--- src/rtl/script_token_scanner_assert.svh ---
// ----------------------------------------------------------------------------
// script token scanner assertion macros
// concurrent checks on one clock with a synchronous reset that disables them
// ----------------------------------------------------------------------------
`ifndef SCRIPT_TOKEN_SCANNER_ASSERT_SVH
`define SCRIPT_TOKEN_SCANNER_ASSERT_SVH
`ifndef SYNTHESIS
// expression must hold at every edge out of reset
`define STC_ASSERT(lbl, clk, rst, expr) \
   lbl: assert property (@(posedge clk) disable iff (rst) (expr)) \
      else $error("check failed: expression does not hold");
// same-cycle implication
`define STC_ASSERT_IMPL(lbl, clk, rst, ante, cons) \
   lbl: assert property (@(posedge clk) disable iff (rst) (ante) |-> (cons)) \
      else $error("check failed: same-cycle implication");
// next-cycle implication
`define STC_ASSERT_NEXT(lbl, clk, rst, ante, cons) \
   lbl: assert property (@(posedge clk) disable iff (rst) (ante) |=> (cons)) \
      else $error("check failed: next-cycle implication");
`else
`define STC_ASSERT(lbl, clk, rst, expr)
`define STC_ASSERT_IMPL(lbl, clk, rst, ante, cons)
`define STC_ASSERT_NEXT(lbl, clk, rst, ante, cons)
`endif
`endif

--- src/rtl/stc_pkg.sv ---
// ----------------------------------------------------------------------------
// stc_pkg
// shared constants, codes, tables and types of the script token scanner
// ----------------------------------------------------------------------------
package stc_pkg;

   // internal counter widths
   localparam int OFFSET_BITS = 32;
   localparam int LENGTH_BITS = 16;
   localparam int LINE_BITS   = 16;

   // record field widths
   localparam int KIND_W  = 5;
   localparam int ERR_W   = 2;
   localparam int START_W = 32;
   localparam int LEN_W   = 16;
   localparam int LINE_W  = 16;

   localparam int RSP_FIELDS_W = ERR_W + START_W + LEN_W + LINE_W;
   localparam int RSP_DATA_W   = ((RSP_FIELDS_W + 7) / 8) * 8;
   localparam int RSP_PAD_W    = RSP_DATA_W - RSP_FIELDS_W;

   // keyword prefix store
   localparam int KW_CHARS  = 6;
   localparam int KW_W      = 8 * KW_CHARS;
   localparam int KW_NUM    = 9;
   localparam int PUNCT_NUM = 11;

   // output queue
   localparam int FIFO_DEPTH = 4;
   localparam int FIFO_AW    = $clog2(FIFO_DEPTH);
   localparam int FIFO_CW    = $clog2(FIFO_DEPTH + 1);

   // scan modes
   localparam logic [2:0] MODE_IDLE    = 3'd0;
   localparam logic [2:0] MODE_IDENT   = 3'd1;
   localparam logic [2:0] MODE_NUM     = 3'd2;
   localparam logic [2:0] MODE_STR     = 3'd3;
   localparam logic [2:0] MODE_EQ      = 3'd4;
   localparam logic [2:0] MODE_BANG    = 3'd5;
   localparam logic [2:0] MODE_LESS    = 3'd6;
   localparam logic [2:0] MODE_GREATER = 3'd7;

   // token kinds
   localparam logic [KIND_W-1:0] K_EOF           = 5'd0;
   localparam logic [KIND_W-1:0] K_ERROR         = 5'd1;
   localparam logic [KIND_W-1:0] K_IDENT         = 5'd2;
   localparam logic [KIND_W-1:0] K_NUMBER        = 5'd3;
   localparam logic [KIND_W-1:0] K_STRING        = 5'd4;
   localparam logic [KIND_W-1:0] K_PUNCT0        = 5'd5;
   localparam logic [KIND_W-1:0] K_EQUAL         = 5'd16;
   localparam logic [KIND_W-1:0] K_EQUAL_EQUAL   = 5'd17;
   localparam logic [KIND_W-1:0] K_BANG_EQUAL    = 5'd18;
   localparam logic [KIND_W-1:0] K_LESS          = 5'd19;
   localparam logic [KIND_W-1:0] K_LESS_EQUAL    = 5'd20;
   localparam logic [KIND_W-1:0] K_GREATER       = 5'd21;
   localparam logic [KIND_W-1:0] K_GREATER_EQUAL = 5'd22;
   localparam logic [KIND_W-1:0] K_KEYWORD0      = 5'd23;

   // error codes
   localparam logic [ERR_W-1:0] ERR_NONE         = 2'd0;
   localparam logic [ERR_W-1:0] ERR_UNEXPECTED   = 2'd1;
   localparam logic [ERR_W-1:0] ERR_UNTERMINATED = 2'd2;
   localparam logic [ERR_W-1:0] ERR_LONE_BANG    = 2'd3;

   // characters
   localparam logic [7:0] CH_NUL        = 8'h00;
   localparam logic [7:0] CH_TAB        = 8'h09;
   localparam logic [7:0] CH_NEWLINE    = 8'h0A;
   localparam logic [7:0] CH_CR         = 8'h0D;
   localparam logic [7:0] CH_SPACE      = 8'h20;
   localparam logic [7:0] CH_BANG       = 8'h21;
   localparam logic [7:0] CH_QUOTE      = 8'h22;
   localparam logic [7:0] CH_LESS       = 8'h3C;
   localparam logic [7:0] CH_EQUAL      = 8'h3D;
   localparam logic [7:0] CH_GREATER    = 8'h3E;
   localparam logic [7:0] CH_UNDERSCORE = 8'h5F;

   // ( ) { } [ ] . : , + -
   localparam logic [7:0] PUNCT_CHARS [PUNCT_NUM] = '{
      8'h28, 8'h29, 8'h7B, 8'h7D, 8'h5B, 8'h5D, 8'h2E, 8'h3A, 8'h2C, 8'h2B, 8'h2D
   };

   // and else func if not or print return while, first char in the low byte
   localparam logic [KW_W-1:0] KW_TEXT [KW_NUM] = '{
      48'h000000646E61, 48'h000065736C65, 48'h0000636E7566,
      48'h000000006669, 48'h000000746F6E, 48'h00000000726F,
      48'h00746E697270, 48'h6E7275746572, 48'h00656C696877
   };
   localparam logic [2:0] KW_LEN [KW_NUM] = '{
      3'd3, 3'd4, 3'd4, 3'd2, 3'd3, 3'd2, 3'd5, 3'd6, 3'd5
   };

   typedef struct packed {
      logic       action;
      logic [7:0] source_byte;
   } item_type;

   typedef struct packed {
      logic [KIND_W-1:0]  token_kind;
      logic [ERR_W-1:0]   error_code;
      logic [START_W-1:0] start_offset;
      logic [LEN_W-1:0]   token_length;
      logic [LINE_W-1:0]  line_number;
      logic               last;
   } rec_type;

   // records produced by one item, in order
   typedef struct packed {
      logic [1:0] n;
      rec_type    rec0;
      rec_type    rec1;
   } push_type;

   function automatic logic is_letter(input logic [7:0] c);
      return (c >= 8'h61 && c <= 8'h7A) || (c >= 8'h41 && c <= 8'h5A) || c == CH_UNDERSCORE;
   endfunction

   function automatic logic is_decimal(input logic [7:0] c);
      return c >= 8'h30 && c <= 8'h39;
   endfunction

endpackage

--- src/rtl/stc_scan_core.sv ---
// ----------------------------------------------------------------------------
// stc_scan_core
// scanner state and per-byte token rules, up to two records per item
// ----------------------------------------------------------------------------
`include "script_token_scanner_assert.svh"

module stc_scan_core (
   input  logic               clock,
   input  logic               reset,
   input  logic               item_valid,
   input  stc_pkg::item_type  item,
   output stc_pkg::push_type  push
);

   logic [2:0]                        mode_ff,  mode_in;
   logic [stc_pkg::OFFSET_BITS-1:0]   pos_ff,   pos_in;
   logic [stc_pkg::OFFSET_BITS-1:0]   start_ff, start_in;
   logic [stc_pkg::LENGTH_BITS-1:0]   count_ff, count_in;
   logic [stc_pkg::LINE_BITS-1:0]     line_ff,  line_in;
   logic [stc_pkg::KW_W-1:0]          kw_ff,    kw_in;

   logic                              is_end;
   logic [stc_pkg::LENGTH_BITS-1:0]   cnt_inc;
   logic [stc_pkg::LINE_BITS-1:0]     line_inc;
   logic [stc_pkg::KIND_W-1:0]        ident_k;
   logic                              punct_hit;
   logic [stc_pkg::KIND_W-1:0]        punct_k;
   logic [stc_pkg::KIND_W-1:0]        op_eq_k;
   stc_pkg::rec_type                  flush_rec;

   function automatic stc_pkg::rec_type mk_rec(
      input logic [stc_pkg::KIND_W-1:0]      kind,
      input logic [stc_pkg::ERR_W-1:0]       err,
      input logic [stc_pkg::OFFSET_BITS-1:0] start,
      input logic [stc_pkg::LENGTH_BITS-1:0] len,
      input logic [stc_pkg::LINE_BITS-1:0]   line
   );
      stc_pkg::rec_type r;
      r.token_kind   = kind;
      r.error_code   = err;
      r.start_offset = stc_pkg::START_W'(start);
      r.token_length = stc_pkg::LEN_W'(len);
      r.line_number  = stc_pkg::LINE_W'(line);
      r.last         = 1'b0;
      return r;
   endfunction

   assign is_end   = item.action || item.source_byte == stc_pkg::CH_NUL;
   assign cnt_inc  = (&count_ff) ? count_ff : count_ff + 1'b1;
   assign line_inc = (&line_ff) ? line_ff : line_ff + 1'b1;

   // keyword match on length and stored prefix
   always_comb begin
      ident_k = stc_pkg::K_IDENT;
      for (int k = 0; k < stc_pkg::KW_NUM; k++) begin
         if (count_ff == stc_pkg::LENGTH_BITS'(stc_pkg::KW_LEN[k]) &&
             kw_ff == stc_pkg::KW_TEXT[k]) begin
            ident_k = stc_pkg::K_KEYWORD0 + stc_pkg::KIND_W'(k);
         end
      end
   end

   always_comb begin
      punct_hit = 1'b0;
      punct_k   = stc_pkg::K_ERROR;
      for (int i = 0; i < stc_pkg::PUNCT_NUM; i++) begin
         if (item.source_byte == stc_pkg::PUNCT_CHARS[i]) begin
            punct_hit = 1'b1;
            punct_k   = stc_pkg::K_PUNCT0 + stc_pkg::KIND_W'(i);
         end
      end
   end

   always_comb begin
      case (mode_ff)
         stc_pkg::MODE_EQ:   op_eq_k = stc_pkg::K_EQUAL_EQUAL;
         stc_pkg::MODE_BANG: op_eq_k = stc_pkg::K_BANG_EQUAL;
         stc_pkg::MODE_LESS: op_eq_k = stc_pkg::K_LESS_EQUAL;
         default:            op_eq_k = stc_pkg::K_GREATER_EQUAL;
      endcase
   end

   // record for the pending token when it is closed by some other byte or by the end of source
   always_comb begin
      case (mode_ff)
         stc_pkg::MODE_IDENT:
            flush_rec = mk_rec(ident_k, stc_pkg::ERR_NONE, start_ff, count_ff, line_ff);
         stc_pkg::MODE_NUM:
            flush_rec = mk_rec(stc_pkg::K_NUMBER, stc_pkg::ERR_NONE, start_ff, count_ff, line_ff);
         stc_pkg::MODE_STR:
            flush_rec = mk_rec(stc_pkg::K_ERROR, stc_pkg::ERR_UNTERMINATED, start_ff, count_ff,
                               line_ff);
         stc_pkg::MODE_EQ:
            flush_rec = mk_rec(stc_pkg::K_EQUAL, stc_pkg::ERR_NONE, start_ff,
                               stc_pkg::LENGTH_BITS'(1), line_ff);
         stc_pkg::MODE_BANG:
            flush_rec = mk_rec(stc_pkg::K_ERROR, stc_pkg::ERR_LONE_BANG, start_ff,
                               stc_pkg::LENGTH_BITS'(1), line_ff);
         stc_pkg::MODE_LESS:
            flush_rec = mk_rec(stc_pkg::K_LESS, stc_pkg::ERR_NONE, start_ff,
                               stc_pkg::LENGTH_BITS'(1), line_ff);
         stc_pkg::MODE_GREATER:
            flush_rec = mk_rec(stc_pkg::K_GREATER, stc_pkg::ERR_NONE, start_ff,
                               stc_pkg::LENGTH_BITS'(1), line_ff);
         default:
            flush_rec = mk_rec(stc_pkg::K_EOF, stc_pkg::ERR_NONE, start_ff, count_ff, line_ff);
      endcase
   end

   always_comb begin
      logic             taken;
      logic             a_v;
      logic             b_v;
      stc_pkg::rec_type a_rec;
      stc_pkg::rec_type b_rec;
      logic [7:0]       c;

      c        = item.source_byte;
      taken    = 1'b0;
      a_v      = 1'b0;
      b_v      = 1'b0;
      a_rec    = flush_rec;
      b_rec    = flush_rec;
      mode_in  = mode_ff;
      pos_in   = pos_ff;
      start_in = start_ff;
      count_in = count_ff;
      line_in  = line_ff;
      kw_in    = kw_ff;

      if (item_valid) begin
         pos_in = pos_ff + 1'b1;
         if (is_end) begin
            a_v      = mode_ff != stc_pkg::MODE_IDLE;
            b_v      = 1'b1;
            b_rec    = mk_rec(stc_pkg::K_EOF, stc_pkg::ERR_NONE, pos_ff, '0, line_ff);
            mode_in  = stc_pkg::MODE_IDLE;
            pos_in   = '0;
            start_in = '0;
            count_in = '0;
            line_in  = stc_pkg::LINE_BITS'(1);
            kw_in    = '0;
         end else begin
            case (mode_ff)
               stc_pkg::MODE_IDENT: begin
                  if (stc_pkg::is_letter(c) || stc_pkg::is_decimal(c)) begin
                     taken = 1'b1;
                     for (int i = 0; i < stc_pkg::KW_CHARS; i++) begin
                        if (count_ff == stc_pkg::LENGTH_BITS'(i)) kw_in[8*i +: 8] = c;
                     end
                     count_in = cnt_inc;
                  end
               end
               stc_pkg::MODE_NUM: begin
                  if (stc_pkg::is_decimal(c)) begin
                     taken    = 1'b1;
                     count_in = cnt_inc;
                  end
               end
               stc_pkg::MODE_STR: begin
                  taken    = 1'b1;
                  count_in = cnt_inc;
                  if (c == stc_pkg::CH_QUOTE) begin
                     a_v     = 1'b1;
                     a_rec   = mk_rec(stc_pkg::K_STRING, stc_pkg::ERR_NONE, start_ff, cnt_inc,
                                      line_ff);
                     mode_in = stc_pkg::MODE_IDLE;
                  end else if (c == stc_pkg::CH_NEWLINE) begin
                     line_in = line_inc;
                  end
               end
               stc_pkg::MODE_EQ, stc_pkg::MODE_BANG, stc_pkg::MODE_LESS,
               stc_pkg::MODE_GREATER: begin
                  if (c == stc_pkg::CH_EQUAL) begin
                     taken   = 1'b1;
                     a_v     = 1'b1;
                     a_rec   = mk_rec(op_eq_k, stc_pkg::ERR_NONE, start_ff,
                                      stc_pkg::LENGTH_BITS'(2), line_ff);
                     mode_in = stc_pkg::MODE_IDLE;
                  end
               end
               default: begin
               end
            endcase

            if (!taken) begin
               // close any pending token, then scan the byte from idle
               a_v     = mode_ff != stc_pkg::MODE_IDLE;
               a_rec   = flush_rec;
               mode_in = stc_pkg::MODE_IDLE;
               if (c == stc_pkg::CH_SPACE || c == stc_pkg::CH_TAB || c == stc_pkg::CH_CR) begin
                  mode_in = stc_pkg::MODE_IDLE;
               end else if (c == stc_pkg::CH_NEWLINE) begin
                  line_in = line_inc;
               end else if (stc_pkg::is_letter(c)) begin
                  mode_in  = stc_pkg::MODE_IDENT;
                  start_in = pos_ff;
                  count_in = stc_pkg::LENGTH_BITS'(1);
                  kw_in    = stc_pkg::KW_W'(c);
               end else if (stc_pkg::is_decimal(c)) begin
                  mode_in  = stc_pkg::MODE_NUM;
                  start_in = pos_ff;
                  count_in = stc_pkg::LENGTH_BITS'(1);
               end else if (c == stc_pkg::CH_QUOTE) begin
                  mode_in  = stc_pkg::MODE_STR;
                  start_in = pos_ff;
                  count_in = stc_pkg::LENGTH_BITS'(1);
               end else if (c == stc_pkg::CH_EQUAL) begin
                  mode_in  = stc_pkg::MODE_EQ;
                  start_in = pos_ff;
                  count_in = stc_pkg::LENGTH_BITS'(1);
               end else if (c == stc_pkg::CH_BANG) begin
                  mode_in  = stc_pkg::MODE_BANG;
                  start_in = pos_ff;
                  count_in = stc_pkg::LENGTH_BITS'(1);
               end else if (c == stc_pkg::CH_LESS) begin
                  mode_in  = stc_pkg::MODE_LESS;
                  start_in = pos_ff;
                  count_in = stc_pkg::LENGTH_BITS'(1);
               end else if (c == stc_pkg::CH_GREATER) begin
                  mode_in  = stc_pkg::MODE_GREATER;
                  start_in = pos_ff;
                  count_in = stc_pkg::LENGTH_BITS'(1);
               end else if (punct_hit) begin
                  b_v   = 1'b1;
                  b_rec = mk_rec(punct_k, stc_pkg::ERR_NONE, pos_ff, stc_pkg::LENGTH_BITS'(1),
                                 line_ff);
               end else begin
                  b_v   = 1'b1;
                  b_rec = mk_rec(stc_pkg::K_ERROR, stc_pkg::ERR_UNEXPECTED, pos_ff,
                                 stc_pkg::LENGTH_BITS'(1), line_ff);
               end
            end
         end
      end

      // pack in order, last marks the final record of this item
      push.n         = {1'b0, a_v} + {1'b0, b_v};
      push.rec0      = a_v ? a_rec : b_rec;
      push.rec0.last = !(a_v && b_v);
      push.rec1      = b_rec;
      push.rec1.last = 1'b1;
   end

   always_ff @(posedge clock) begin
      if (reset) begin
         mode_ff  <= stc_pkg::MODE_IDLE;
         pos_ff   <= '0;
         start_ff <= '0;
         count_ff <= '0;
         line_ff  <= stc_pkg::LINE_BITS'(1);
         kw_ff    <= '0;
      end else begin
         mode_ff  <= mode_in;
         pos_ff   <= pos_in;
         start_ff <= start_in;
         count_ff <= count_in;
         line_ff  <= line_in;
         kw_ff    <= kw_in;
      end
   end

   `STC_ASSERT_IMPL(a_two_needs_pending, clock, reset, push.n == 2'd2, mode_ff != stc_pkg::MODE_IDLE)
   `STC_ASSERT(a_at_most_two, clock, reset, push.n != 2'd3)
   `STC_ASSERT_NEXT(a_end_rearms, clock, reset, item_valid && is_end, mode_ff == stc_pkg::MODE_IDLE && pos_ff == '0 && line_ff == stc_pkg::LINE_BITS'(1))

endmodule

--- src/rtl/stc_out_fifo.sv ---
// ----------------------------------------------------------------------------
// stc_out_fifo
// small record queue, takes up to two records a cycle and gives one
// ----------------------------------------------------------------------------
`include "script_token_scanner_assert.svh"

module stc_out_fifo (
   input  logic              clock,
   input  logic              reset,
   input  stc_pkg::push_type push,
   input  logic              pop,
   output logic              room,
   output logic              head_valid,
   output stc_pkg::rec_type  head
);

   stc_pkg::rec_type             mem_ff [stc_pkg::FIFO_DEPTH];
   stc_pkg::rec_type             mem_in [stc_pkg::FIFO_DEPTH];
   logic [stc_pkg::FIFO_AW-1:0]  wr_ptr_ff, wr_ptr_in;
   logic [stc_pkg::FIFO_AW-1:0]  rd_ptr_ff, rd_ptr_in;
   logic [stc_pkg::FIFO_CW-1:0]  count_ff,  count_in;
   logic [stc_pkg::FIFO_AW-1:0]  wr_ptr_nx;

   assign room       = count_ff <= stc_pkg::FIFO_CW'(stc_pkg::FIFO_DEPTH - 2);
   assign head_valid = count_ff != '0;
   assign head       = mem_ff[rd_ptr_ff];
   assign wr_ptr_nx  = wr_ptr_ff + 1'b1;

   always_comb begin
      mem_in = mem_ff;
      if (push.n != 2'd0) mem_in[wr_ptr_ff] = push.rec0;
      if (push.n == 2'd2) mem_in[wr_ptr_nx] = push.rec1;
      wr_ptr_in = wr_ptr_ff + stc_pkg::FIFO_AW'(push.n);
      rd_ptr_in = pop ? rd_ptr_ff + 1'b1 : rd_ptr_ff;
      count_in  = count_ff + stc_pkg::FIFO_CW'(push.n) - stc_pkg::FIFO_CW'(pop);
   end

   always_ff @(posedge clock) begin
      mem_ff <= mem_in;
   end

   always_ff @(posedge clock) begin
      if (reset) begin
         wr_ptr_ff <= '0;
         rd_ptr_ff <= '0;
         count_ff  <= '0;
      end else begin
         wr_ptr_ff <= wr_ptr_in;
         rd_ptr_ff <= rd_ptr_in;
         count_ff  <= count_in;
      end
   end

   `STC_ASSERT(a_no_overflow, clock, reset, count_ff <= stc_pkg::FIFO_CW'(stc_pkg::FIFO_DEPTH))
   `STC_ASSERT_IMPL(a_push_has_room, clock, reset, push.n != 2'd0, room)
   `STC_ASSERT_NEXT(a_pop_drains, clock, reset, pop && push.n == 2'd0, count_ff == $past(count_ff) - 1'b1)

endmodule

--- src/rtl/script_token_scanner.sv ---
// ----------------------------------------------------------------------------
// script_token_scanner
// streaming lexer: source bytes in, token records out
// ----------------------------------------------------------------------------
// a taken byte is held in the input register, then scanned into the output queue, whose head drives rsp
// throughput: one byte per cycle while the queue has room; a byte that closes a held token
//   and also emits its own record gives two words, drained one per cycle by the queue
//   while rsp is ready; the input stays open while the four-word output queue has room for two
// reset: synchronous, active high; clears scanner state (line count to one)
//   and empties the queue; no clearing pass
module script_token_scanner (
   input  logic                           clock,
   input  logic                           reset,

   // source byte channel
   input  logic                           req_tvalid,
   output logic                           req_tready,
   input  logic [7:0]                     req_tdata,   // [7:0] source_byte
   input  logic                           req_tuser,   // [0] action (1 = end of source)

   // token record channel
   output logic                           rsp_tvalid,
   input  logic                           rsp_tready,
   output logic [stc_pkg::RSP_DATA_W-1:0] rsp_tdata,   // [1:0] error_code, [33:2] start_offset,
                                                       // [49:34] token_length,
                                                       // [65:50] line_number, rest zero
   output logic [stc_pkg::KIND_W-1:0]     rsp_tuser,   // [4:0] token_kind
   output logic                           rsp_tlast    // last record of the source word
);

   // input register
   logic              in_v_ff, in_v_in;
   stc_pkg::item_type in_ff,   in_in;

   logic              req_accept;
   logic              advance;
   logic              room;
   logic              head_valid;
   stc_pkg::rec_type  head;
   stc_pkg::push_type push;

   // a held word moves into the scanner whenever the queue can take two records
   assign req_tready = !in_v_ff || room;
   assign req_accept = req_tvalid && req_tready;
   assign advance    = in_v_ff && room;

   always_comb begin
      in_in   = req_accept ? stc_pkg::item_type'({req_tuser, req_tdata}) : in_ff;
      in_v_in = req_accept ? 1'b1 : (advance ? 1'b0 : in_v_ff);
   end

   always_ff @(posedge clock) begin
      in_ff <= in_in;
   end

   always_ff @(posedge clock) begin
      if (reset) begin
         in_v_ff <= 1'b0;
      end else begin
         in_v_ff <= in_v_in;
      end
   end

   // token rules and scanner state
   stc_scan_core u_core (
      .clock      (clock),
      .reset      (reset),
      .item_valid (advance),
      .item       (in_ff),
      .push       (push)
   );

   // result buffer, absorbs the second record of a word
   stc_out_fifo u_fifo (
      .clock      (clock),
      .reset      (reset),
      .push       (push),
      .pop        (rsp_tvalid && rsp_tready),
      .room       (room),
      .head_valid (head_valid),
      .head       (head)
   );

   assign rsp_tvalid = head_valid;
   assign rsp_tuser  = head.token_kind;
   assign rsp_tlast  = head.last;
   assign rsp_tdata  = {{stc_pkg::RSP_PAD_W{1'b0}}, head.line_number, head.token_length,
                        head.start_offset, head.error_code};

endmodule

--- config.mk ---
export PLATFORM = sky130hd
export DESIGN_NAME = script_token_scanner
export DESIGN_NICKNAME = d
export VERILOG_FILES = /design/src/rtl/stc_pkg.sv /design/src/rtl/stc_scan_core.sv /design/src/rtl/stc_out_fifo.sv /design/src/rtl/script_token_scanner.sv
export VERILOG_INCLUDE_DIRS = /design/src /design/src/rtl
export SDC_FILE = /design/constraint.sdc
export NUM_CORES = 1
export LEC_CHECK = 0
export CORE_AREA = 2 2 190 332
export CTS_BUF_LIST = sky130_fd_sc_hd__clkbuf_8
export DETAILED_ROUTE_END_ITERATION = 8
export DIE_AREA = 0 0 192 334
export DONT_BUFFER_PORTS = 1
export GPL_ROUTABILITY_DRIVEN = 1
export GPL_TIMING_DRIVEN = 1
export HOLD_SLACK_MARGIN = 0.12
export PLACE_DENSITY = 0.49
export SYNTH_ARGS = -nofsm -noshare
export SYNTH_HDL_FRONTEND = slang
export SYNTH_SLANG_ARGS = --single-unit
--- constraint.sdc ---
create_clock -name clock -period 7.2 [get_ports clock]
set_clock_uncertainty 0.2 [all_clocks]
set_input_delay 1.44 -clock clock [delete_from_list [all_inputs] [get_ports clock]]
set_output_delay 1.44 -clock clock [all_outputs]
set_load 0.02 [all_outputs]
Yosys cells after proc, flatten, opt, wreduce, memory -nomap -nowiden
Cells that the tools add are included.
{"block": "totals", "ff_bits": 452, "latchBits": 0, "ram_bits": 0, "mem_bits_ro": 0, "in_bits": 13, "out_inout_bits": 80, "elab_cells": 300, "n_memories": 0}
{"block": "classes", "n_addsub": 9, "multipliers": 0, "div": 0, "magnitude_cmp": 12, "n_eq_ne": 50, "shift": 0, "mux": 151, "bitwise_logic": 3, "n_reduce_logical": 39}
{"operator": "$mux 72", "count": 22}
{"operator": "$bwmux 288", "count": 2}
{"operator": "$mux 288", "count": 2}
{"operator": "$pmux 72 s7", "count": 1}
{"operator": "$mux 32", "count": 12}
{"operator": "$mux 16", "count": 22}
{"operator": "$mux 48", "count": 7}
{"operator": "$demux 72 s2", "count": 2}
{"operator": "$bmux 72 s2", "count": 1}
{"operator": "$pmux 72 s2", "count": 1}
{"operator": "$eq 8x6->1 const B", "count": 13}
{"operator": "$eq 48x15->1 const B", "count": 2}
{"operator": "$eq 48x23->1 const B", "count": 2}
{"operator": "$eq 48x31->1 const B", "count": 2}
{"operator": "$eq 48x39->1 const B", "count": 2}
{"operator": "$mux 71", "count": 1}
{"operator": "$eq 16x3->1 const B", "count": 3}
{"operator": "$eq 48x47->1 const B", "count": 1}
{"operator": "$mux 3", "count": 16}
{"operator": "$mux 8", "count": 6}
{"operator": "$pmux 16 s3", "count": 1}
{"operator": "$mux 5", "count": 9}
{"operator": "$eq 8x7->1 const B", "count": 5}
{"operator": "$mux 1", "count": 34}
{"operator": "other kinds (42)", "count": 95}

Logic depth before layout (Yosys ltp)
{"block": "depth", "depth_word": 30, "mapped_depth": 18, "depth_no_buf": 13}

Hierarchy
Synthesis repeated with hierarchy kept, for this count alone.
{"block": "hier_totals", "hier_cells": 2839, "hier_area_um2": 24116.9}
{"mod": "stc_out_fifo", "instances": 1, "cells_each": 1667, "area_per_inst_um2": 14274.9}
{"mod": "stc_scan_core", "instances": 1, "cells_each": 1149, "area_per_inst_um2": 9454.1}
{"mod": "script_token_scanner", "instances": 1, "cells_each": 23, "area_per_inst_um2": 387.9}

Worst setup path before layout
Ideal clock, no wire load.
{"block": "synth_timing", "path_kind": "register -> register", "startpoint": "register in_ff[1] (netlist name)", "endpoint": "register u_fifo.mem_ff[86] (netlist name)", "setup_ns": 0.059, "arrival_ns": 3.774, "path_slack_ns": 3.167, "path_stages_with_launch": 17, "n_path_buf": 6, "period_less_slack_ns": 4.033, "cell_sequence": "edfxtp_1 buf_2 or4_1 o211a_2 o21a_4 o211ai_2 nand2_2 buf_2 buf_2 ha_1 clkbuf_1 or3b_2 nand2_1 clkbuf_1 clkbuf_1 nand2_1 nand2_1"}
{"element": "start: declaration", "line": "script_token_scanner.sv:33", "source": "stc_pkg::item_type in_ff, in_in;"}
{"element": "start signal: assignment", "line": "script_token_scanner.sv:53", "source": "in_ff <= in_in;"}
{"element": "end signal: assignment", "line": "stc_out_fifo.sv:39", "source": "mem_ff <= mem_in;"}
{"element": "end: declaration", "line": "stc_out_fifo.sv:17", "source": "stc_pkg::rec_type mem_ff [stc_pkg::FIFO_DEPTH];"}

==> impl_metrics.py <==
metrics = {
    "setup_path": {
        "timing.rr.end": "u_fifo.mem_ff[168]",
        "cp.required_ns": 7.55,
        "critPathArrivalTime_ns": 5.86,
        "critPathMaxFanout": 50,
        "end_kind": "flop",
        "rr_worst_depth": 12,
        "critPathLaunchType": "flop",
        "timing.rr.start": "in_ff[4]",
        "crit_type": "reg2reg",
        "reg2reg_slack_ns": 1.69,
    },
    "clock_network": {
        "cts_tree": "done",
        "cts.clk_slew.worst_paths_ns": 0.06,
        "clockBufferDepth": 3,
        "cts_setup_buffers": 0,
        "clk_latency_ns": 0.68,
        "holdBufCountCts": 0,
        "cts_resized": 0,
        "cts_buffers": 72,
        "clock-sinks": 452,
        "cts.htree.levels": 3,
        "cts_root_buf": "clkbuf_8",
    },
    "global_routing": {
        "grt_overflow": 0,
        "antenna_found_initial": 2,
        "grt_pass1_wl_um": 119000,
        "grt_pass1_vias": 19000,
        "grt_max_degree": 80,
        "grt.total_usage": 0.245,
    },
    "die": {
        "ios": 93,
        "start_util": 0.346,
        "rows": 121,
        "core-area_um2": 61800,
        "die_w_um": 192,
        "die_area_um2": 64100,
        "fp.dieH_um": 334,
    },
    "placed_design": {
        "place.gp.congestion": 0.952,
        "dp_hpwl_um": 52800,
        "post-place-ws_ns": 1.80,
        "port_buffers": 0,
        "dp_cells": 3027,
    },
    "routing": {
        "dr_total_vias": 19100,
        "drt-wirelength-per-cell_um": 25.3,
        "dr.pass1.iters": 5,
        "ant_nets": 0,
        "vias_per_cell": 6.06,
        "first_iter_violations": 1354,
        "wirelength_um": 79700,
        "drc": 0,
    },
    "timing": {
        "final.setup.tns_ns": 0,
        "slew_viol_final": 0,
        "timing.final.ws_setup_ns": 1.69,
        "min_period_ns": 5.51,
        "fin_crit_sh": 0.765,
        "rsz0062_at_grt": "false",
        "max_slew_margin": 0.142,
        "setup_violations": 0,
        "max_freq_mhz": 181,
        "worst_pin_slew_ns": 1.27,
        "hold_violations": 0,
    },
    "synthesis": {
        "synth-seq-cells": 452,
        "ys_seq_area_frac": 0.427,
        "synth_area_um2": 21400,
        "synth_edf_count": 9,
        "ys.flop_type": "dfxtp_1",
        "yosys_warnings": 0,
        "yosysUniqueCellTypes": 97,
        "synth_cells": 2367,
        "synthArstFlopShare": 0,
        "syn_area_per_cell_um2": 9.03,
    },
    "flow_run": {
        "max-cap-violations": 0,
    },
    "hold_path": {
        "holdPathStages": 2,
        "holdPathEnd": "u_fifo.mem_ff[81]",
        "hold_path_class": "reg2reg",
        "worstHoldStart": "u_fifo.mem_ff[81]",
    },
    "power": {
        "max-vdd-ir-drop_mv": 0.234,
        "power.density_nw_per_um2": 360,
        "power_mw": 8.48,
        "leakagePower_nw": 8.55,
    },
    "final_layout": {
        "area_growth_pct": 10.1,
        "post-route-util": 0.381,
        "layout-drive-gt1-share": 0.116,
        "fin_nets": 2329,
        "stdcell_count": 3153,
    },
    "outcome": {
        "status": "complete, no violations",
    },
}
-- report_power, final --
part	internal (mW)	switching (mW)	leakage (nW)
sequential	3.21	0.413	3.73
combinational	1.04	1.50	3.98
clock	1.26	1.06	0.847
-- through the flow --
stage	hold slack, ns	area, um^2
5_1_grt	0.252	23500
3_5_place_dp	0.226	22000
2_1_floorplan	0.210	21400
4_1_cts	0.236	23500
6_report	0.234	23500
3_3_place_gp	0.219	22000
-- state kept, by name (all words and copies together) (netlist names), 9 cells and up --
name and cells:
u_fifo.mem_ff 288, u_core.pos_ff 32, u_core.kw_ff 48, u_core.start_ff 32, in_ff 9, u_core.count_ff 16
u_core.line_ff 16
-- layout make-up --
type / count / area [um^2]
antenna: 2 / 5.00
multi-input combinational: 1713 / 11500
clock buffer: 89 / 1220
tap: 799 / 1000
timing repair buffer: 37 / 315
fill: 6248 / 38200
clock inverter: 35 / 256
inverter: 26 / 100
sequential: 452 / 9150
-- critical path: stages, from the launching register on --
cell      delay, ns
edfxtp_1       0.73
nor4_2         0.57
a21oi_2        0.10
buf_4          0.23
nor2_1         0.55
nor2_4         0.20
clkinv_2       0.35
ha_1           0.34
nand2_1        0.32
nand2_2        0.55
buf_4          0.80
nor2_1         0.10
a221oi_1       0.26
-- how the worst max path moves through the flow --
stage,start,end,slack [ns],cells past startpoint
final,in_ff[4],u_fifo.mem_ff[168],1.69,12
after global routing,in_ff[4],u_fifo.mem_ff[171],1.42,12
after detailed placement,in_ff[1],u_fifo.mem_ff[168],1.80,12
after floorplan,in_ff[1],u_fifo.mem_ff[86],3.17,16
after CTS,in_ff[1],u_fifo.mem_ff[168],1.79,12
after global placement,in_ff[1],u_fifo.mem_ff[161],1.97,12
-- cells in the final DEF, fill, tap and decap left out, types with 7 or more instances in the layout --
master / instances
nor2_1: 265
a211oi_1: 12
a221oi_2: 8
a22oi_1: 38
nand2_1: 302
inv_1: 47
or3_1: 16
nor2b_1: 13
o22ai_1: 119
o2bb2ai_1: 42
a221oi_1: 88
nand3b_1: 9
a31oi_1: 26
clkbuf_8: 89
dfxtp_1: 441
nor4_1: 24
nand2_2: 8
and3_1: 30
mux4_2: 72
mux2i_1: 67
buf_4: 34
nand4_1: 30
ha_1: 13
nand2b_1: 13
a21oi_1: 176
xnor2_1: 17
o21ai_0: 42
edfxtp_1: 9
and2_1: 25
nor3_1: 28
nor3b_1: 9
xor2_1: 25
clkinv_2: 7
nand3_1: 45
-- logic make-up after synthesis --
logic type,count (synthesis),synth area share
xor+xnor,42,0.0172
flops,452,0.427
other cells,1,0.000175
buf+inv,207,0.0405
compound gates,630,0.203
simple gates,878,0.194
mux,143,0.109
fa+ha+maj,14,0.00854
-- layer usage --
layer  wire (um)  share of wire  global-route usage  vias up
li1            -              -                   -     8665
met1       29000           0.36               0.261     9378
met2       40900           0.51               0.440      822
met3        5060          0.064              0.0488      248
met4        4690          0.059               0.148        0
met5           0              0                   0        -
-- cells in the mapped netlist, drive strengths merged (9+ instances only) --
master,n,share of area
o2bb2ai,42,0.017
nor4,26,0.0086
a221oi,96,0.042
nand4,30,0.0088
nor3,31,0.0077
a22oi,38,0.013
nand3b,9,0.0032
and2,25,0.0073
nand2b,13,0.0038
a211oi,12,0.0042
a21oi,178,0.042
xnor2,17,0.0070
nor2b,13,0.0038
o22ai,120,0.035
ha,13,0.0076
dfxtp,443,0.41
a31oi,26,0.0076
nor2,269,0.048
o21ai,50,0.012
xor2,25,0.010
edfxtp,9,0.013
nor3b,13,0.0050
inv,24,0.0042
clkbuf,133,0.023
and3,31,0.0091
mux4,72,0.076
nand2,310,0.055
or3,16,0.0047
nand3,45,0.011
buf,48,0.012
mux2i,67,0.031
Note: power is estimated with default switching activity, not from simulation.
